==> src/hw/rtl/cmadc_pkg.sv <==
// Shared constants and types for the centered moving-average DC blocker.
// No dependencies.
package cmadc_pkg;

  localparam int DATA_W         = 16;
  localparam int WINDOW_DEFAULT = 64;

  typedef enum logic {
    OP_SAMPLE = 1'b0,
    OP_FLUSH  = 1'b1
  } op_t;

endpackage

==> src/hw/rtl/cmadc_ram.sv <==
// Generic simple dual-port RAM: one write port, one registered read port.
// No dependencies.
module cmadc_ram #(
  parameter int WIDTH = 16,
  parameter int DEPTH = 64,
  localparam int AW   = (DEPTH > 1) ? $clog2(DEPTH) : 1
) (
  input  logic             clk,
  input  logic             we,
  input  logic [AW-1:0]    waddr,
  input  logic [WIDTH-1:0] wdata,
  input  logic [AW-1:0]    raddr,
  output logic [WIDTH-1:0] rdata
);

  logic [WIDTH-1:0] mem [DEPTH];

  always_ff @(posedge clk) begin
    if (we) begin
      mem[waddr] <= wdata;
    end
    rdata <= mem[raddr];
  end

endmodule

==> src/hw/rtl/cmadc_div.sv <==
// Window average: signed sum divided by WINDOW, truncated toward zero.
// Four-stage reciprocal multiply with one correction step; uses cmadc_pkg.
module cmadc_div #(
  parameter int WINDOW = cmadc_pkg::WINDOW_DEFAULT,
  localparam int SUM_W = cmadc_pkg::DATA_W + 1 + $clog2(WINDOW)
) (
  input  logic                              clk,
  input  logic                              rst,
  input  logic                              start,
  input  logic signed [SUM_W-1:0]           sum,
  output logic                              done,
  output logic signed [cmadc_pkg::DATA_W-1:0] avg
);
  import cmadc_pkg::*;

  localparam int MAG_W = SUM_W - 1;
  localparam int Q_W   = DATA_W + 1;
  // floor(2^MAG_W / WINDOW): quotient estimate is exact or one low
  localparam logic [MAG_W-1:0] RECIP = MAG_W'((64'd1 << MAG_W) / WINDOW);
  localparam logic [MAG_W-1:0] WIN   = MAG_W'(WINDOW);

  logic [3:0] vld;

  logic signed [SUM_W-1:0]  sum_neg;
  logic [MAG_W-1:0]         mag1, mag2, mag3;
  logic                     neg1, neg2, neg3;
  logic [2*MAG_W-1:0]       prod2;
  logic [Q_W-1:0]           q0, q3;
  logic [Q_W+MAG_W-1:0]     qw;
  logic [MAG_W-1:0]         qw3;
  logic [MAG_W-1:0]         rem;
  logic [Q_W-1:0]           q_fix, q_sgn;

  assign sum_neg = -sum;
  assign q0      = prod2[MAG_W +: Q_W];
  assign qw      = q0 * WIN;
  assign rem     = mag3 - qw3;
  assign q_fix   = (rem >= WIN) ? q3 + 1'b1 : q3;
  assign q_sgn   = neg3 ? -q_fix : q_fix;
  assign done    = vld[3];

  always_ff @(posedge clk) begin
    if (rst) begin
      vld <= '0;
      avg <= '0;
    end else begin
      vld <= {vld[2:0], start};
      if (vld[2]) begin
        avg <= q_sgn[DATA_W-1:0];
      end
    end
    // payload stages
    neg1  <= sum[SUM_W-1];
    mag1  <= sum[SUM_W-1] ? sum_neg[MAG_W-1:0] : sum[MAG_W-1:0];
    neg2  <= neg1;
    mag2  <= mag1;
    prod2 <= mag1 * RECIP;
    neg3  <= neg2;
    mag3  <= mag2;
    q3    <= q0;
    qw3   <= qw[MAG_W-1:0];
  end

endmodule

==> src/hw/rtl/centered_moving_average_dc_removal.sv <==
// Top level of the centered moving-average DC blocker.
// Uses cmadc_pkg, cmadc_ram (sample ring) and cmadc_div (window average).
//
//   channel | handshake            | payload
//   --------+----------------------+--------------------------
//   input   | in_valid / in_stall  | op (1), sample (s16)
//   output  | out_valid / out_stall| value (s16), last (1)
//
// Each sample is written to the ring; once the ring is full it also takes
// two reads through the single read port (centre, then oldest); each ends with
// the four-stage average unit refreshing the mean after the running sum changes.
// A flush passes each result beat through S_FRD, S_FDAT and S_EMIT, then returns to empty.
// Reset is synchronous; the ring needs no clearing. in_stall is high while
// an item is in work; a stalled output beat holds until it is taken.
module centered_moving_average_dc_removal #(
  parameter int WINDOW = cmadc_pkg::WINDOW_DEFAULT
) (
  input  logic                                clk,
  input  logic                                rst,
  input  logic                                in_valid,
  output logic                                in_stall,
  input  logic                                op,
  input  logic signed [cmadc_pkg::DATA_W-1:0] sample,
  output logic                                out_valid,
  input  logic                                out_stall,
  output logic signed [cmadc_pkg::DATA_W-1:0] value,
  output logic                                last
);
  import cmadc_pkg::*;

  localparam int POS_W  = (WINDOW > 1) ? $clog2(WINDOW) : 1;
  localparam int FILL_W = $clog2(WINDOW + 1);
  localparam int SUM_W  = DATA_W + 1 + $clog2(WINDOW);
  localparam logic [POS_W-1:0]  HALF_POS  = POS_W'(WINDOW / 2);
  localparam logic [POS_W-1:0]  LAST_POS  = POS_W'(WINDOW - 1);
  localparam logic [FILL_W-1:0] FILL_FULL = FILL_W'(WINDOW);
  localparam logic [FILL_W-1:0] FILL_HALF = FILL_W'(WINDOW / 2);

  typedef enum logic [3:0] {
    S_IDLE, S_DISP, S_CTR, S_OLD, S_EMIT, S_DIV, S_FRD, S_FDAT, S_CLR
  } state_t;

  function automatic logic [POS_W-1:0] pos_inc(input logic [POS_W-1:0] p);
    return (p == LAST_POS) ? '0 : p + 1'b1;
  endfunction

  state_t                    state, ret_state;
  op_t                       op_q;
  logic signed [DATA_W-1:0]  smp_q;
  logic signed [SUM_W-1:0]   sum;
  logic [FILL_W-1:0]         fill;
  logic [POS_W-1:0]          wp, rp, fp;
  logic signed [DATA_W-1:0]  pend_value;
  logic                      pend_last;
  logic                      div_start;

  logic                      div_done;
  logic signed [DATA_W-1:0]  avg;
  logic                      ram_we;
  logic [POS_W-1:0]          ram_raddr;
  logic [DATA_W-1:0]         ram_rdata;
  logic signed [DATA_W-1:0]  rdata;
  logic signed [DATA_W-1:0]  ctr_diff;
  logic signed [SUM_W-1:0]   smp_ext, old_ext;
  logic                      full, out_free, flush_last;

  assign in_stall   = rst || (state != S_IDLE);
  assign full       = (fill == FILL_FULL);
  assign out_free   = !out_valid || !out_stall;
  assign rdata      = signed'(ram_rdata);
  assign ctr_diff   = rdata - avg;
  assign smp_ext    = SUM_W'(smp_q);
  assign old_ext    = SUM_W'(rdata);
  // before fill, fill stays below WINDOW and fits a position
  assign flush_last = full ? (pos_inc(fp) == wp) : (pos_inc(fp) == fill[POS_W-1:0]);
  assign ram_we     = ((state == S_DISP) && (op_q == OP_SAMPLE) && !full) ||
                      (state == S_OLD);

  always_comb begin
    unique case (state)
      S_DISP:  ram_raddr = rp;
      S_CTR:   ram_raddr = wp;
      default: ram_raddr = fp;
    endcase
  end

  cmadc_ram #(
    .WIDTH (DATA_W),
    .DEPTH (WINDOW)
  ) u_ring (
    .clk   (clk),
    .we    (ram_we),
    .waddr (wp),
    .wdata (smp_q),
    .raddr (ram_raddr),
    .rdata (ram_rdata)
  );

  cmadc_div #(
    .WINDOW (WINDOW)
  ) u_div (
    .clk   (clk),
    .rst   (rst),
    .start (div_start),
    .sum   (sum),
    .done  (div_done),
    .avg   (avg)
  );

  always_ff @(posedge clk) begin
    if (rst) begin
      state     <= S_IDLE;
      sum       <= '0;
      fill      <= '0;
      wp        <= '0;
      rp        <= HALF_POS;
      out_valid <= 1'b0;
      div_start <= 1'b0;
    end else begin
      // a beat is raised in S_EMIT and held while stalled
      out_valid <= (state == S_EMIT) || (out_valid && out_stall);
      div_start <= ((state == S_DISP) && (op_q == OP_SAMPLE) && !full &&
                    (fill >= FILL_HALF)) ||
                   ((state == S_EMIT) && out_free && (ret_state == S_DIV));
      unique case (state)
        S_IDLE: begin
          if (in_valid) begin
            op_q  <= op_t'(op);
            smp_q <= sample;
            state <= S_DISP;
          end
        end
        S_DISP: begin
          if (op_q == OP_SAMPLE) begin
            if (!full) begin
              sum  <= sum + smp_ext;
              wp   <= pos_inc(wp);
              fill <= fill + 1'b1;
              if (fill < FILL_HALF) begin
                pend_value <= smp_q;
                pend_last  <= 1'b1;
                ret_state  <= S_DIV;
                state      <= S_EMIT;
              end else begin
                state <= S_DIV;
              end
            end else begin
              state <= S_CTR;
            end
          end else begin
            if (full) begin
              fp    <= rp;
              state <= S_FRD;
            end else if (fill > FILL_HALF) begin
              fp    <= HALF_POS;
              state <= S_FRD;
            end else begin
              state <= S_CLR;
            end
          end
        end
        S_CTR: begin
          // centre entry is on the read port now; oldest is fetched next
          pend_value <= ctr_diff;
          pend_last  <= 1'b1;
          state      <= S_OLD;
        end
        S_OLD: begin
          sum       <= sum - old_ext + smp_ext;
          wp        <= pos_inc(wp);
          rp        <= pos_inc(rp);
          ret_state <= S_DIV;
          state     <= S_EMIT;
        end
        S_EMIT: begin
          if (out_free) begin
            value <= pend_value;
            last  <= pend_last;
            state <= ret_state;
          end
        end
        S_DIV: begin
          if (div_done) begin
            state <= S_IDLE;
          end
        end
        S_FRD: begin
          state <= S_FDAT;
        end
        S_FDAT: begin
          pend_value <= full ? ctr_diff : rdata;
          pend_last  <= flush_last;
          ret_state  <= flush_last ? S_CLR : S_FRD;
          fp         <= pos_inc(fp);
          state      <= S_EMIT;
        end
        S_CLR: begin
          sum   <= '0;
          fill  <= '0;
          wp    <= '0;
          rp    <= HALF_POS;
          state <= S_IDLE;
        end
      endcase
    end
  end

endmodule

==> config.mk <==
export PLATFORM = sky130hd
export DESIGN_NAME = centered_moving_average_dc_removal
export DESIGN_NICKNAME = d
export VERILOG_FILES = /design/src/hw/rtl/cmadc_pkg.sv /design/src/hw/rtl/cmadc_ram.sv /design/src/hw/rtl/cmadc_div.sv /design/src/hw/rtl/centered_moving_average_dc_removal.sv
export SDC_FILE = /design/constraint.sdc
export NUM_CORES = 2
export LEC_CHECK = 0
export BUFFER_PORTS_ARGS = -buffer_cell sky130_fd_sc_hd__buf_2
export CAP_MARGIN = 20
export CORE_MARGIN = 4
export CORE_UTILIZATION = 50
export DETAILED_ROUTE_END_ITERATION = 8
export GPL_TIMING_DRIVEN = 1
export PLACE_DENSITY = 0.66
export SYNTH_ARGS = -nofsm -noshare
export SYNTH_HDL_FRONTEND = slang
export SYNTH_HIERARCHICAL = 1
export SYNTH_SLANG_ARGS = --single-unit
==> constraint.sdc <==
create_clock -name clk -period 10.9 [get_ports clk]
set_input_delay 2.18 -clock clk [delete_from_list [all_inputs] [get_ports clk]]
set_output_delay 2.18 -clock clk [all_outputs]
set_load 0.02 [all_outputs]
==> flow_summary.json <==
{
  "p_per_area_nw_per_um2": 226,
  "cts_root_buffer": "clkbuf_16",
  "synth_warnings": 6,
  "critPathKind": "reg -> reg",
  "avgSynthCellArea_um2": 16.9,
  "finish.instance_area_um2": 56700,
  "period_minus_slack_ns": 5.60,
  "yosys-top-cells-area": "edfxtp_1 64%, mux4_2 9.7%, dfxtp_1 5.3%, mux2i_1 1.8%, ha_1 1.6%",
  "status": "finished clean",
  "peakVddDrop_mv": 0.133,
  "grt_util_all_layers": 0.232,
  "gp_congestion": 0.846,
  "hold_violations": 0,
  "io_buffers": 39,
  "die_h_um": 327,
  "die-area_um2": 107000,
  "grt_overflow": 0,
  "rows": 116,
  "drive_above_1_share": 0.186,
  "ctsResizeCount": 0,
  "dpl_cell_area_um2": 52800,
  "ys_ff_latch": 1220,
  "synthesis.nets": 3129,
  "hold_class": "reg -> reg",
  "first_global_vias": 28500,
  "areaGrowthSynthToFinish_pct": 11.4,
  "cts.clk_slew.worst_paths_ns": 0.06,
  "met2_wirelength_mm": 61.1,
  "finalSetupTns_ns": 0,
  "drv_cap": 0,
  "setup_viol": 0,
  "grt_max_degree": 138,
  "drcViolationCount": 0,
  "initial_core_util": 0.506,
  "synth_enable_flop_cells": 1085,
  "ant_nets": 0,
  "wl_mm": 124,
  "fmax_ghz": 0.179,
  "die_x_um": 327,
  "crit_required_ns": 11.44,
  "synthArstFlopShare": 0,
  "p_total_uw": 12800,
  "synth_ff_type": "edfxtp_1",
  "clockBufferDepth": 3,
  "vias": 28200,
  "core-area_um2": 101000,
  "firstDrtPassIters": 6,
  "antenna_found_initial": 2,
  "yosysSeqAreaShare": 0.693,
  "ios": 40,
  "cts_tree": "yes",
  "numCtsBuffers": 118,
  "clock_latency_ns": 0.71,
  "skew_ns": 0.0464,
  "yosysTopAreaCell": "edfxtp_1",
  "synth_cell_types": 84,
  "worst_pin_slew_ns": 1.13,
  "dp_hpwl_mm": 75.4,
  "clkSinkCount": 1220,
  "slew_headroom": 0.243,
  "post-synth-top-area-fraction": 0.640,
  "drtIter0Drc": 2931,
  "wire_per_inst_um": 27.0,
  "top_layer": "met4",
  "wl_met3_mm": 10.2,
  "netlist_area_um2": 50900,
  "postCtsHoldBufs": 0,
  "via_per_inst": 6.14,
  "ctsHtreeMaxLevel": 3,
  "grt_pass1_wl_mm": 185,
  "rsz0062_at_grt": "no",
  "drv_slew": 0,
  "wl_met1_mm": 49.0,
  "leakage_uw": 0.0187,
  "synthCells": 3017,
  "cp_max_fo": 99,
  "post_cts_buffers": 0,
  "crit_arrival_ns": 6.14,
  "end_kind": "register",
  "whs_ns": 0.322,
  "cp-start-kind": "register",
  "finalCritPeriodShare": 0.514,
  "fin_nets": 3239
}
## power by group
part	internal (µW)	total [µW]	switching (µW)	leakage, µW
logic	1290	3230	1940	0.00601
clock network	2300	4020	1720	0.00186
registers	5320	5540	219	0.0109
total	8910	12800	3880	0.0187
## synth_stat cells, types with 16 or more instances
master	count
xnor2_1	55
nor3_1	22
a211oi_1	42
a221oi_1	30
edfxtp_1	1085
a21o_1	25
mux4_2	220
mux2_2	27
nand2_1	147
ha_1	67
nand4_1	16
a21oi_1	88
dfxtp_1	135
nor2_1	169
o21ai_0	61
a22oi_1	50
inv_1	133
clkbuf_1	56
fa_1	24
mux2i_1	92
xor2_1	35
buf_6	18
nand3_1	54
nor2b_1	41
buf_2	43
## path summary, 6_finish.rpt
check,startpoint,endpoint,slack (ns),depth (start not counted)
max,state[0],u_ring/rdata[15],5.30,11
min,u_div/mag1[7],u_div/prod2[23],0.32,0
min reg2reg,u_div/mag1[7],u_div/prod2[23],0.32,0
max reg2reg,state[0],u_ring/rdata[15],5.30,11
## worst max-delay path, stage by stage, from the launching register on
cell	delay, ns
dfxtp_1	0.59
inv_1	0.20
nor4_2	0.80
a22oi_1	0.24
nand2_4	0.58
buf_12	0.59
buf_12	0.66
mux4_2	0.59
mux2i_1	0.25
a22oi_1	0.22
a31oi_1	0.44
a311oi_1	0.09
## cells by family after synthesis
family | count (synthesis) | share of synthesized area
flip-flops | 1220 | 0.693
buffers and inverters | 281 | 0.0278
XOR/XNOR | 90 | 0.0155
AO/OA/AOI/OAI | 446 | 0.0622
adder cells (fa/ha/maj) | 91 | 0.0259
AND/OR/NAND/NOR | 546 | 0.0517
multiplexers | 343 | 0.124
## layout by cell type (no fill, tap or decap), types with 16 or more instances in the layout
cell type  netlist  routed
edfxtp_1      1085    1085
mux4_2         220     220
nor2_1         169     154
nand2_1        147     144
dfxtp_1        135     135
inv_1          133     133
clkbuf_16        0     119
mux2i_1         92      92
buf_4           13      89
a21oi_1         88      87
ha_1            67      67
o21ai_0         61      61
xnor2_1         55      55
nand3_1         54      54
a22oi_1         50      50
a211oi_1        42      42
buf_2           43      39
nor2b_1         41      37
xor2_1          35      35
clkbuf_1        56      32
a221oi_1        30      30
mux2_2          27      27
a21o_1          25      25
fa_1            24      24
clkinv_1         0      23
nor3_1          22      19
nor2_2           3      18
clkinv_2         0      17
nand4_1         16      16
## metrics by stage
step	instances	utilization	worst slack, ns
final	4587	0.564	5.30
after global routing	4583	0.563	4.79
after floorplan	3017	-	6.01
after detailed placement	4361	0.525	5.26
after global placement	4358	0.524	5.35
after CTS	4580	0.563	5.23
## routing by layer
metal | GRT usage | vias to the layer above
li1 | - | 12100
met1 | 0.319 | 14600
met2 | 0.386 | 1295
met3 | 0.0378 | 183
met4 | 0.0661 | 0
met5 | 0 | -
## sequential cells by signal, summed over array words and instances, names as in the netlist, 4 cells and up
| name | cells |
|---|---|
| fp | 6 |
| value | 16 |
| smp_q | 16 |
| fill | 7 |
| u_div/prod2 | 16 |
| u_div/mag1 | 16 |
| u_div/vld | 4 |
| rp | 6 |
| u_ring/mem | 1024 |
| u_div/mag3 | 15 |
| pend_value | 16 |
| ret_state | 4 |
| u_div/avg | 16 |
| wp | 6 |
| state | 4 |
| sum | 23 |
| u_ring/rdata | 16 |
## cell type report
cell class	count	area, µm²
fill	7591	43900
sequential	1220	35300
multi-input combinational	1516	14300
clock buffer	155	3150
tap	1357	1700
timing repair buffer	138	1050
clock inverter	64	684
inverter	133	499
antenna	4	10.0
Power figures use the tool's default switching activity.
